--- config.mk ---
export PLATFORM = sky130hd
export DESIGN_NAME = adc_data_frame_deframer
export DESIGN_NICKNAME = d
export VERILOG_FILES = /design/src/hdl/adcdf_pkg.sv /design/src/hdl/adcdf_front.sv /design/src/hdl/adcdf_queue.sv /design/src/hdl/adcdf_back.sv /design/src/hdl/adc_data_frame_deframer.sv
export SDC_FILE = /design/constraint.sdc
export NUM_CORES = 1
export LEC_CHECK = 0
export BUFFER_PORTS_ARGS = -buffer_cell sky130_fd_sc_hd__buf_2
export CAP_MARGIN = 10
export CORE_MARGIN = 2
export CORE_UTILIZATION = 46
export CTS_CLUSTER_DIAMETER = 30
export DETAILED_ROUTE_END_ITERATION = 8
export MAX_ROUTING_LAYER = met4
export PLACE_DENSITY = 0.66
export SKIP_CTS_REPAIR_TIMING = 1
export SLEW_MARGIN = 10
export SYNTH_ARGS = -nofsm -noshare
export SYNTH_HDL_FRONTEND = slang
export SYNTH_SLANG_ARGS = --single-unit
--- constraint.sdc ---
create_clock -name clk -period 5.1 [get_ports clk]
set_input_delay 0.51 -clock clk [delete_from_list [all_inputs] [get_ports clk]]
set_output_delay 0.51 -clock clk [all_outputs]
set_load 0.005 [all_outputs]
--- src/hdl/adcdf_pkg.sv ---
// ----------------------------------------------------------------------------
// adcdf_pkg
// Shared types and constants of the ADC data frame deframer.
// ----------------------------------------------------------------------------
package adcdf_pkg;

	localparam int CHANNELS    = 8;
	localparam int WORD_BYTES  = 3;
	localparam int FRAME_WORDS = CHANNELS + 2;

	localparam int BYTE_W   = 8;
	localparam int SUB_W    = $clog2(WORD_BYTES);
	localparam int WIDX_W   = $clog2(FRAME_WORDS);
	localparam int CH_W     = 3;
	localparam int VAL_W    = 24;
	localparam int STAT_W   = 16;
	localparam int FNUM_W   = 10;
	localparam int CHUNK_W  = 11;

	localparam logic [CHUNK_W-1:0] CHUNK_RESET = CHUNK_W'(64);
	localparam logic [CHUNK_W-1:0] COUNT_LIMIT = CHUNK_W'(1024);

	localparam int Q_DEPTH = 2;
	localparam int QPTR_W  = $clog2(Q_DEPTH);
	localparam int QCNT_W  = $clog2(Q_DEPTH + 1);

	localparam logic KIND_STATUS = 1'b0;
	localparam logic KIND_SAMPLE = 1'b1;

	localparam int TDATA_W = 40;

	typedef struct packed {
		logic              kind;
		logic [CH_W-1:0]   channel;
		logic [VAL_W-1:0]  value;
		logic              last;
	} item_t;

	typedef struct packed {
		logic full;
		logic empty;
	} q_status_t;

endpackage

--- src/hdl/adcdf_front.sv ---
// ----------------------------------------------------------------------------
// adcdf_front
// Takes received bytes, tracks the place in the frame, assembles words and
// hands completed status and channel words to the queue.
// ----------------------------------------------------------------------------
module adcdf_front (
	input  logic                        clk,
	input  logic                        arst_n,
	input  logic                        accept,
	input  logic [adcdf_pkg::BYTE_W-1:0] rx_byte,
	input  logic                        frame_start,
	output logic                        push,
	output adcdf_pkg::item_t            item
);
	import adcdf_pkg::*;

	logic [SUB_W-1:0]  sub_q;
	logic [WIDX_W-1:0] word_q;
	logic [VAL_W-1:0]  acc_q;

	logic [SUB_W-1:0]  cur_sub;
	logic [WIDX_W-1:0] cur_word;
	logic [VAL_W-1:0]  acc_next;
	logic              word_done;
	logic [WIDX_W-1:0] ch_idx;

	always_comb begin
		cur_sub   = frame_start ? '0 : sub_q;
		cur_word  = frame_start ? '0 : word_q;
		acc_next  = frame_start ? {{(VAL_W-BYTE_W){1'b0}}, rx_byte}
		                        : {acc_q[VAL_W-BYTE_W-1:0], rx_byte};
		word_done = (cur_sub == SUB_W'(WORD_BYTES - 1));
		ch_idx    = cur_word - WIDX_W'(1);
	end

	assign push = accept && word_done && (cur_word <= WIDX_W'(CHANNELS));

	always_comb begin
		if (cur_word == '0) begin
			item.kind    = KIND_STATUS;
			item.channel = '0;
			item.value   = {{(VAL_W-STAT_W){1'b0}}, acc_next[VAL_W-1 -: STAT_W]};
		end else begin
			item.kind    = KIND_SAMPLE;
			item.channel = ch_idx[CH_W-1:0];
			item.value   = acc_next;
		end
		item.last = (cur_word == WIDX_W'(CHANNELS));
	end

	always_ff @(posedge clk or negedge arst_n) begin
		if (!arst_n) begin
			sub_q  <= '0;
			word_q <= '0;
			acc_q  <= '0;
		end else if (accept) begin
			acc_q <= acc_next;
			if (word_done) begin
				sub_q  <= '0;
				word_q <= (cur_word == WIDX_W'(FRAME_WORDS - 1)) ? '0 : cur_word + WIDX_W'(1);
			end else begin
				sub_q  <= cur_sub + SUB_W'(1);
				word_q <= cur_word;
			end
		end
	end

endmodule

--- src/hdl/adcdf_queue.sv ---
// ----------------------------------------------------------------------------
// adcdf_queue
// Short first-in first-out queue of decoded words between front and back.
// ----------------------------------------------------------------------------
module adcdf_queue (
	input  logic                  clk,
	input  logic                  arst_n,
	input  logic                  push,
	input  adcdf_pkg::item_t      push_item,
	input  logic                  pop,
	output adcdf_pkg::item_t      pop_item,
	output adcdf_pkg::q_status_t  status
);
	import adcdf_pkg::*;

	item_t             mem [Q_DEPTH];
	logic [QPTR_W-1:0] wr_ptr_q;
	logic [QPTR_W-1:0] rd_ptr_q;
	logic [QCNT_W-1:0] count_q;

	assign status.full  = (count_q == QCNT_W'(Q_DEPTH));
	assign status.empty = (count_q == '0);
	assign pop_item     = mem[rd_ptr_q];

	always_ff @(posedge clk) begin
		if (push) begin
			mem[wr_ptr_q] <= push_item;
		end
	end

	always_ff @(posedge clk or negedge arst_n) begin
		if (!arst_n) begin
			wr_ptr_q <= '0;
			rd_ptr_q <= '0;
			count_q  <= '0;
		end else begin
			if (push) begin
				wr_ptr_q <= (wr_ptr_q == QPTR_W'(Q_DEPTH - 1)) ? '0 : wr_ptr_q + QPTR_W'(1);
			end
			if (pop) begin
				rd_ptr_q <= (rd_ptr_q == QPTR_W'(Q_DEPTH - 1)) ? '0 : rd_ptr_q + QPTR_W'(1);
			end
			if (push && !pop) begin
				count_q <= count_q + QCNT_W'(1);
			end else if (pop && !push) begin
				count_q <= count_q - QCNT_W'(1);
			end
		end
	end

endmodule

--- src/hdl/adcdf_back.sv ---
// ----------------------------------------------------------------------------
// adcdf_back
// Counts frames against the chunk size, marks chunk-ready samples and holds
// the output word register.
// ----------------------------------------------------------------------------
module adcdf_back (
	input  logic                          clk,
	input  logic                          arst_n,
	input  logic                          cfg_write,
	input  logic [adcdf_pkg::CHUNK_W-1:0] cfg_data,
	input  logic                          q_empty,
	input  adcdf_pkg::item_t              q_item,
	output logic                          pop,
	output logic                          m_valid,
	input  logic                          m_ready,
	output logic                          m_kind,
	output logic [adcdf_pkg::CH_W-1:0]    m_channel,
	output logic [adcdf_pkg::VAL_W-1:0]   m_value,
	output logic                          m_chunk_ready,
	output logic [adcdf_pkg::FNUM_W-1:0]  m_frame_number
);
	import adcdf_pkg::*;

	logic [CHUNK_W-1:0] chunk_size_q;
	logic [FNUM_W-1:0]  frame_count_q;
	logic               valid_q;
	logic               kind_q;
	logic [CH_W-1:0]    channel_q;
	logic [VAL_W-1:0]   value_q;
	logic               ready_q;
	logic [FNUM_W-1:0]  fnum_q;

	logic [CHUNK_W-1:0] limit;
	logic [CHUNK_W-1:0] next_count;
	logic               hit;

	always_comb begin
		if (chunk_size_q == '0) begin
			limit = CHUNK_W'(1);
		end else if (chunk_size_q > COUNT_LIMIT) begin
			limit = COUNT_LIMIT;
		end else begin
			limit = chunk_size_q;
		end
		next_count = {1'b0, frame_count_q} + CHUNK_W'(1);
		hit        = q_item.last && (next_count >= limit);
	end

	assign pop = !q_empty && (!valid_q || m_ready);

	always_ff @(posedge clk or negedge arst_n) begin
		if (!arst_n) begin
			chunk_size_q  <= CHUNK_RESET;
			frame_count_q <= '0;
			valid_q       <= 1'b0;
		end else begin
			if (cfg_write) begin
				chunk_size_q <= cfg_data;
			end
			if (pop) begin
				valid_q <= 1'b1;
				if (q_item.last) begin
					frame_count_q <= hit ? '0 : next_count[FNUM_W-1:0];
				end
			end else if (m_ready) begin
				valid_q <= 1'b0;
			end
		end
	end

	always_ff @(posedge clk) begin
		if (pop) begin
			kind_q    <= q_item.kind;
			channel_q <= q_item.channel;
			value_q   <= q_item.value;
			ready_q   <= hit;
			fnum_q    <= frame_count_q;
		end
	end

	assign m_valid        = valid_q;
	assign m_kind         = kind_q;
	assign m_channel      = channel_q;
	assign m_value        = value_q;
	assign m_chunk_ready  = ready_q;
	assign m_frame_number = fnum_q;

endmodule

--- src/hdl/adc_data_frame_deframer.sv ---
// ----------------------------------------------------------------------------
// adc_data_frame_deframer
// Splits received ADC frame bytes into status and channel sample words.
// Throughput: one byte per cycle; the front takes a byte whenever the queue
// has room, the back drains one word per cycle while the output is taken.
// A word passes through a queue entry and then the output word register.
// Reset: asynchronous, clears frame position, frame count and queue, and
// sets the chunk size to 64.
// ----------------------------------------------------------------------------
module adc_data_frame_deframer (
	input  logic                              clk,
	input  logic                              arst_n,
	input  logic                              s_axis_tvalid,
	output logic                              s_axis_tready,
	input  logic [7:0]                        s_axis_tdata,  // rx_byte
	input  logic                              s_axis_tuser,  // frame_start
	output logic                              m_axis_tvalid,
	input  logic                              m_axis_tready,
	// channel, value, frame_number, zero pad
	output logic [adcdf_pkg::TDATA_W-1:0]     m_axis_tdata,
	output logic                              m_axis_tuser,  // kind
	output logic                              m_axis_tlast,  // chunk_ready
	input  logic                              cfg_valid,
	output logic                              cfg_ready,
	input  logic [adcdf_pkg::CHUNK_W-1:0]     cfg_data       // chunk_size
);
	import adcdf_pkg::*;

	logic                 in_accept;
	logic                 push;
	item_t                push_item;
	logic                 pop;
	item_t                pop_item;
	q_status_t            q_status;
	logic [CH_W-1:0]      channel;
	logic [VAL_W-1:0]     value;
	logic [FNUM_W-1:0]    frame_number;

	assign s_axis_tready = !q_status.full;
	assign in_accept     = s_axis_tvalid && s_axis_tready;
	assign cfg_ready     = 1'b1;

	adcdf_front u_front (
		.clk         (clk),
		.arst_n      (arst_n),
		.accept      (in_accept),
		.rx_byte     (s_axis_tdata),
		.frame_start (s_axis_tuser),
		.push        (push),
		.item        (push_item)
	);

	adcdf_queue u_queue (
		.clk       (clk),
		.arst_n    (arst_n),
		.push      (push),
		.push_item (push_item),
		.pop       (pop),
		.pop_item  (pop_item),
		.status    (q_status)
	);

	adcdf_back u_back (
		.clk            (clk),
		.arst_n         (arst_n),
		.cfg_write      (cfg_valid && cfg_ready),
		.cfg_data       (cfg_data),
		.q_empty        (q_status.empty),
		.q_item         (pop_item),
		.pop            (pop),
		.m_valid        (m_axis_tvalid),
		.m_ready        (m_axis_tready),
		.m_kind         (m_axis_tuser),
		.m_channel      (channel),
		.m_value        (value),
		.m_chunk_ready  (m_axis_tlast),
		.m_frame_number (frame_number)
	);

	assign m_axis_tdata = {{(TDATA_W-CH_W-VAL_W-FNUM_W){1'b0}}, frame_number, value, channel};

endmodule
==> flow_summary.toml <==
[global_routing]
grt_pass1_vias = 3565
grt_max_degree = 49
grt_pass1_wl_um = 17400
grt_overflow_total = 0
antenna_found_initial = 0
track_usage_pct = 16.5

[critical_path]
rr_endpoint = "u_back.frame_count_q[2]"
critPathCaptureType = "register"
r2r_cells = 11
crit_required_ns = 5.41
cp-start-kind = "register"
cp_max_fo = 11
critical_path_class = "reg2reg"
cp.arrival_ns = 3.10
reg2reg_from = "u_back.frame_count_q[0]"
endpoint = "u_back.frame_count_q[2]"
cp-startpoint = "u_back.frame_count_q[0]"
r2r_setup_slack_ns = 2.31

[outcome]
status = "finished clean"

[power_and_ir_drop]
ir_drop_mv = 0.243
power_per_cell_area_nw_per_um2 = 545
p_leak_nw = 2.81

[sta]
hold_violations = 0
slew-limit-headroom_pct = 29.8
fin_crit_ns = 2.79
rsz0062_at_grt = "false"
slew_violations = 0
timing.final.crit_share_pct = 54.7
tightest_slew_ns = 1.05
tns_ns = 0
fin_skew_ns = 0.0121
fmax_mhz = 358
finalSetupViolations = 0

[place]
port-buffer-count = 65
gp_congestion = 0.792
hpwl_um = 6910

[cells_and_area]
syn2layout_area_growth_pct = 17.2
fin_util_pct = 55.7
n_antenna_cell = 0
drive_gt1_share_pct = 28.3
nNetsFinal = 558

[clocking]
clock_path_buffers = 2
cts_root_buf = "clkbuf_16"
cts_tree = "yes"
cts_max_level = 4
path_clk_slew_ns = 0.06
numCtsBuffers = 17
clock-sinks = 145
clkLatencyLatePin_ns = 0.43

[logic_synthesis]
yosys-top-cells-area = "edfxtp_1, dfrtp_1, mux2_2"
yosysUniqueCellTypes = 41
synthCells = 454
synth_top_area_share_pct = 48.0
ys_seq_area_share_pct = 67.7
synthFlopType = "edfxtp_1"
ys_ff_latch = 145
avgSynthCellArea_sq_um = 13.4
synth_area_sq_um = 6070
synth_top_area_cell = "edfxtp_1"
synth_warnings = 0
synth-edff-count = 97
ys_async_sr_fraction_pct = 33.1

[die]
start_util_pct = 47.6
placementRows = 41
ios = 70
die_area_sq_um = 14100
core_area_sq_um = 12800
die_y_um = 119
fp.dieW_um = 119

[detailed_routing]
via_count = 3522
drc_errors = 0
first_pass_iters = 5
drt-initial-drc-count = 251
post_drt_wl_per_cell_um = 15.1
viasPerCell = 5.00
drt_wl_total_um = 10700
final_antenna_net_count = 0

[hold_path]
hold_path_class = "in2async"

[flow_run]
maxCapViolations = 0
[layout make-up]
type / instances / area [sq um]
clock buffers: 19 / 433
flip-flops and latches: 145 / 4120
well taps: 172 / 215
fillers: 1056 / 5660
clock inverters: 13 / 138
multi-input cells: 274 / 1810
inverters: 13 / 48.8
repair buffers: 69 / 358
[power by group]
| group | internal [W] | leakage (nW) | switching, W |
|---|---|---|---|
| logic | 0.000385 | 1.05 | 0.000513 |
| registers | 0.00161 | 1.50 | 0.000178 |
| clock network | 0.000718 | 0.263 | 0.000469 |
| total | 0.00272 | 2.81 | 0.00116 |
[how the worst min path moves through the flow]
stage	start	endpoint	slack (ns)	cells past startpoint
2_1_floorplan	arst_n	u_back.chunk_size_q[0]	0.21	0
3_3_place_gp	u_front.acc_q[11]	u_front.acc_q[11]	0.49	2
3_5_place_dp	u_queue.wr_ptr_q	u_queue.wr_ptr_q	0.49	1
4_1_cts	cfg_data[7]	u_back.chunk_size_q[7]	0.30	2
5_1_grt	arst_n	u_front.word_q[1]	0.16	1
6_report	arst_n	u_back.frame_count_q[9]	0.10	1
[flip-flops by register name (all words and copies together) (netlist names)]
signal,cells
u_queue.wr_ptr_q,1
u_back.m_value,24
u_queue.count_q,2
u_back.m_chunk_ready,1
u_back.frame_count_q,10
u_queue.mem,58
u_back.m_channel,3
u_front.sub_q,2
u_queue.rd_ptr_q,1
u_back.chunk_size_q,11
u_front.word_q,4
u_back.m_kind,1
u_back.m_frame_number,10
u_front.acc_q,16
u_back.m_valid,1
[kinds of logic after synthesis]
| logic type | synth area share [%] |
|---|---|
| compound gates | 6.24 |
| xor+xnor | 1.87 |
| fa+ha+maj | 2.68 |
| buf+inv | 2.70 |
| flops | 67.7 |
| mux | 8.86 |
| other cells | 0.124 |
| simple gates | 9.78 |
[per-stage QoR]
step	total power, W	cell area, sq um	setup slack (ns)	instances	hold slack [ns]
finish	0.00388	7120	2.31	705	0.102
global route	0.00409	7120	2.09	705	0.161
CTS	0.00392	7110	2.30	705	0.304
detailed placement	0.00272	6540	2.33	673	0.493
global placement	0.00268	6540	2.43	673	0.488
floorplan	0.00240	6080	1.02	456	0.214
[cell usage after synthesis (2+ instances only)]
library cell  instances
a31oi_1               4
clkbuf_1              7
xor2_1                4
buf_1                 5
nand2_1              77
xnor2_1               9
nand3_1               5
nand2b_1              5
nor3_1                6
buf_4                 4
o21ai_0              34
nor2_1               14
and2_1                9
dfrtp_1              47
ha_1                 13
a22o_1                2
mux2_2               46
edfxtp_1             97
o31ai_1               3
inv_1                11
nor4_1                5
a21oi_1              18
buf_2                 8
a21o_1                2
conb_1                2
mux2i_1               2
[per-layer routing]
metal	wire length (um)	global-route usage, %
met1	5080	20.4
met2	5030	25.5
met3	419	5.65
met4	144	5.95
met5	0	-
[cell usage in the layout (no fill, tap or decap), drive strengths merged, types with 14 or more instances in the layout]
cell type and count:
nand2 77, nor2 14, mux2 46, a21oi 18, o21ai 34, buf 69
dfrtp 47, inv 14, edfxtp 97, clkbuf 19
[worst max-delay path, cell delays in order (launching register included)]
cell and delay [ns]:
dfrtp_1 0.49, ha_1 0.32, nand2_1 0.08, nor2_1 0.16, xnor2_1 0.16, inv_1 0.07
ha_1 0.29, nand2_1 0.07, nor4_1 0.26, a221o_1 0.44, inv_1 0.12, a22o_1 0.22
Power figures use the tool's default switching activity.
